File: src/design/gfmix_pkg.sv
// Types, constants and GF(2^8) multiply shared by the column mix block.
`timescale 1ns / 1ps
`default_nettype none
package gfmix_pkg;

  localparam int unsigned MIX_BYTES   = 8;
  localparam int unsigned BYTE_W      = 8;
  localparam int unsigned COL_W       = MIX_BYTES * BYTE_W;
  localparam int unsigned CFG_INDEX_W = $clog2(MIX_BYTES);

  localparam logic [BYTE_W-1:0] GF_POLY_LOW = 8'h1d;
  localparam logic [BYTE_W-1:0] GF_MSB      = 8'h80;

  typedef logic [COL_W-1:0]                 column_t;
  typedef logic [MIX_BYTES-1:0][COL_W-1:0] matrix_t;
  typedef logic [CFG_INDEX_W-1:0]           cfg_index_t;

  typedef struct packed {
    column_t column_in;
    logic    last_column;
  } in_req_t;

  typedef struct packed {
    column_t column_out;
    logic    last;
  } out_req_t;

  function automatic logic [BYTE_W-1:0] gf_mul(
    input logic [BYTE_W-1:0] x_in,
    input logic [BYTE_W-1:0] y_in
  );
    logic [BYTE_W-1:0] x;
    logic [BYTE_W-1:0] acc;
    x   = x_in;
    acc = '0;
    for (int k = 0; k < BYTE_W; k++) begin
      if (y_in[k]) begin
        acc = acc ^ x;
      end
      if ((x & GF_MSB) != '0) begin
        x = {x[BYTE_W-2:0], 1'b0} ^ GF_POLY_LOW;
      end else begin
        x = {x[BYTE_W-2:0], 1'b0};
      end
    end
    return acc;
  endfunction

endpackage
`default_nettype wire

File: src/design/gfmix_regs.sv
// Matrix row registers written through the configuration port.
`timescale 1ns / 1ps
`default_nettype none
module gfmix_regs (
  input  wire logic                  clk,
  input  wire logic                  rst_n,
  input  wire logic                  cfg_valid,
  input  wire gfmix_pkg::cfg_index_t cfg_index,
  input  wire gfmix_pkg::column_t    cfg_data,
  output gfmix_pkg::matrix_t         matrix
);
  import gfmix_pkg::*;

  matrix_t matrix_r;
  matrix_t matrix_nxt;

  always_comb begin
    matrix_nxt = matrix_r;
    if (cfg_valid) begin
      matrix_nxt[cfg_index] = cfg_data;
    end
  end

  always_ff @(posedge clk) begin
    if (!rst_n) begin
      matrix_r <= '0;
    end else begin
      matrix_r <= matrix_nxt;
    end
  end

  assign matrix = matrix_r;

endmodule
`default_nettype wire

File: config.mk
export PLATFORM = sky130hd
export DESIGN_NAME = gfmix_regs
export DESIGN_NICKNAME = d
export VERILOG_FILES = /design/src/design/gfmix_pkg.sv /design/src/design/gfmix_regs.sv
export SDC_FILE = /design/constraint.sdc
export NUM_CORES = 1
export LEC_CHECK = 0
export BUFFER_PORTS_ARGS = -buffer_cell sky130_fd_sc_hd__buf_4
export CAP_MARGIN = 25
export CORE_AREA = 2 2 227 229
export DETAILED_ROUTE_END_ITERATION = 6
export DIE_AREA = 0 0 229 231
export MAX_ROUTING_LAYER = met4
export PLACE_DENSITY_LB_ADDON = 0.1
export SLEW_MARGIN = 25
export SYNTH_ARGS = -nofsm -noshare
export SYNTH_HDL_FRONTEND = slang
export SYNTH_SLANG_ARGS = --single-unit
File: constraint.sdc
create_clock -name clk -period 1.9 [get_ports clk]
set_clock_uncertainty 0.2 [all_clocks]
set_input_delay 0.095 -clock clk [delete_from_list [all_inputs] [get_ports clk]]
set_output_delay 0.095 -clock clk [all_outputs]
set_load 0.05 [all_outputs]
==> run_results.csv <==
group,metric,value,unit
outcome,status,"finished with violations",
logic_synthesis,synth.distinct_cells,12,
critical_path,reg2regPathDepth,3,
logic_synthesis,synthCells,1728,
global_route,grt_pass1_wl,93100,um
sta,slew_headroom,43.5,%
global_route,grt.overflow.total,0,
logic_synthesis,synth_top_family_by_area,"multiplexers",
logic_synthesis,syn-num-nets,1798,
placed_design,place_area,23500,um^2
sta,fmax,527,MHz
critical_path,end_kind,"flip-flop",
finish,final_core_util,52.6,%
clocking,htree_num_levels,2,
logic_synthesis,muxShareOfSynthArea,27.6,%
clocking,tritoncts,"done",
floorplanning,row_count,83,
finish,fillers,4724,
sta,finalCriticalPeriod,1.90,ns
sta,final_hold_viol_count,1,
route,drt-initial-drc-count,689,
floorplanning,core_area,50700,um^2
finish,nets,2490,
finish,largest_reg_flops,512,
critical_path,endpoint,"matrix[40]$_SDFFE_PN0P_",
placed_design,dp_hpwl,44200,um
global_route,grt_use_total,23.7,%
sta,holdWs,-0.000920,ns
sta,slew_viol_final,0,
critical_path,critPathArrivalTime,2.21,ns
critical_path,worst-r2r-setup-slack,0.50,ns
clocking,path_clk_slew,0.06,ns
route,wl_per_cell,20.4,um
floorplanning,start_util,36.6,%
flow_run,drv_cap,0,
critical_path,worstSetupPathType,"input port to flip-flop",
finish,fin_area,26700,um^2
sta,rsz0062_at_grt,"false",
logic_synthesis,synth_compound_area_share,0,%
power_and_ir_drop,finalPower,24.7,mW
critical_path,rr_startpoint,"matrix[34]$_SDFFE_PN0P_",
placed_design,port_buffers,581,
route,wl,64100,um
sta,fin_setup_tns,0,ns
global_route,grt_max_degree,43,
logic_synthesis,synthAdderAreaFrac,0,%
floorplanning,io_pins,582,
outcome,violations,"hold timing",
clocking,clock_latency,0.60,ns
finish,layout_commonest_cell,"buf_4",
route,viasPerCell,4.70,
route,num_vias,14800,
power_and_ir_drop,p_per_area,925,nW/um^2
finish,drive_above_1_share,29.5,%
clocking,root_buffer,"clkbuf_16",
critical_path,startpoint_type,"input port",
floorplanning,die_area,52900,um^2
sta,setup_viol,0,
placed_design,place_ws,0.205,ns
power_and_ir_drop,power.leakage,14.1,nW
critical_path,rr_endpoint,"matrix[34]$_SDFFE_PN0P_",
min_path,hold_class,"input port to flip-flop",
logic_synthesis,synth_simple_gate_area_share,12.1,%
logic_synthesis,ys_seq_elements,512,
logic_synthesis,syn_area_per_cell,10.7,um^2
finish,area_growth,43.7,%
floorplanning,die_width,229,um
route,dr.pass1.iters,5,
finish,final_cell_mix,"buf_4 (610), nand2_1 (573), mux2i_1 (512), dfxtp_1 (512), dlygate4sd3_1 (119)",
critical_path,cp.required,2.21,ns
global_route,antenna_found_initial,0,
logic_synthesis,synthTopCellsByArea,"dfxtp_1 (55%), mux2i_1 (28%), nand2_1 (12%)",
power_and_ir_drop,peakVddDrop,0.625,mV
logic_synthesis,synth_xor_area_share,0,%
sta,final.setup.worst_slack,0.00229,ns
floorplanning,die_y,231,um
placed_design,place.gp.congestion,0.817,
critical_path,critical_path.startpoint,"cfg_index[2]",
sta,worst_pin_slew,0.847,ns
logic_synthesis,yosysTopAreaCellShare,55.2,%
global_route,first_global_vias,14500,
route,ant_nets,0,
finish,insertedDiodeCount,0,
logic_synthesis,ys_warn_count,0,
clocking,clockBufferDepth,3,
clocking,cts-buffers-inserted,56,
logic_synthesis,netlist_area,18600,um^2
critical_path,crit_fanout,38,
logic_synthesis,seq_area_frac_synth,55.2,%
logic_synthesis,yosys.area.top_type,"dfxtp_1",
route,drc,0,
clocking,clock-sinks,512,
sta,min_period_over_period,99.9,%
[routing by layer]
metal	track usage [%]	routed length (um)
met3	6.13	3930
met2	38.2	30800
met4	8.64	2330
met5	-	0
met1	28.7	27000
[per-stage QoR]
step | hold slack (ns) | instances
3_5_place_dp | 0.248 | 2918
4_1_cts | -0.126 | 3098
3_3_place_gp | 0.244 | 2918
2_1_floorplan | 0.173 | 1728
6_report | -0.000920 | 3143
5_1_grt | -0.00932 | 3143
[cell usage after synthesis]
master,count
buf_12,7
buf_2,17
buf_4,7
buf_6,42
clkbuf_1,47
dfxtp_1,512
mux2i_1,512
nand2_1,576
nand4_1,1
nand4b_1,3
nand4bb_1,3
nor4b_4,1
[report_power, final]
part / switching [mW] / leakage [nW] / internal, mW / total (mW)
Combinational: 1.75 / 9.08 / 0.856 / 2.60
Sequential: 0.134 / 4.14 / 11.0 / 11.1
Clock: 4.39 / 0.918 / 6.57 / 11.0
Total: 6.27 / 14.1 / 18.4 / 24.7
[what timing repair did]
item / in CTS / in global routing
hold endpoints to repair: 512 / 49
setup endpoints to repair: 0 / 9
hold buffers: 79 / 41
setup buffers: 0 / 3
resized for setup: 0 / 8
[how the worst min path moves through the flow]
stage,start,to,depth (start not counted)
2_1_floorplan,cfg_data[36],matrix[100]$_SDFFE_PN0P_,2
3_3_place_gp,matrix[26]$_SDFFE_PN0P_,matrix[26]$_SDFFE_PN0P_,2
3_5_place_dp,matrix[2]$_SDFFE_PN0P_,matrix[2]$_SDFFE_PN0P_,2
4_1_cts,cfg_index[0],matrix[11]$_SDFFE_PN0P_,4
5_1_grt,cfg_index[0],matrix[52]$_SDFFE_PN0P_,4
6_report,cfg_index[0],matrix[52]$_SDFFE_PN0P_,4
[cell families (layout without fill, tap and decap cells)]
family                 count (synthesis)  count (layout)
AND/OR/NAND/NOR                      584             584
buffers and inverters                120             855
flip-flops                           512             512
multiplexers                         512             512
[critical path, cell delays in order]
cell,delay [ns]
buf_4,0.15
nor4b_4,0.51
buf_12,0.35
dlygate4sd3_1,0.82
mux2i_1,0.23
[final cells by class]
class                   count  area, um^2  area share, %
clock inverters            15         185          0.694
well taps                 680         851           3.19
clock buffers              86        1680           6.28
flip-flops and latches    512       10200           38.4
repair buffers            754        6270           23.5
multi-input cells        1096        7430           27.9
Note: power is estimated with default switching activity, not from simulation.
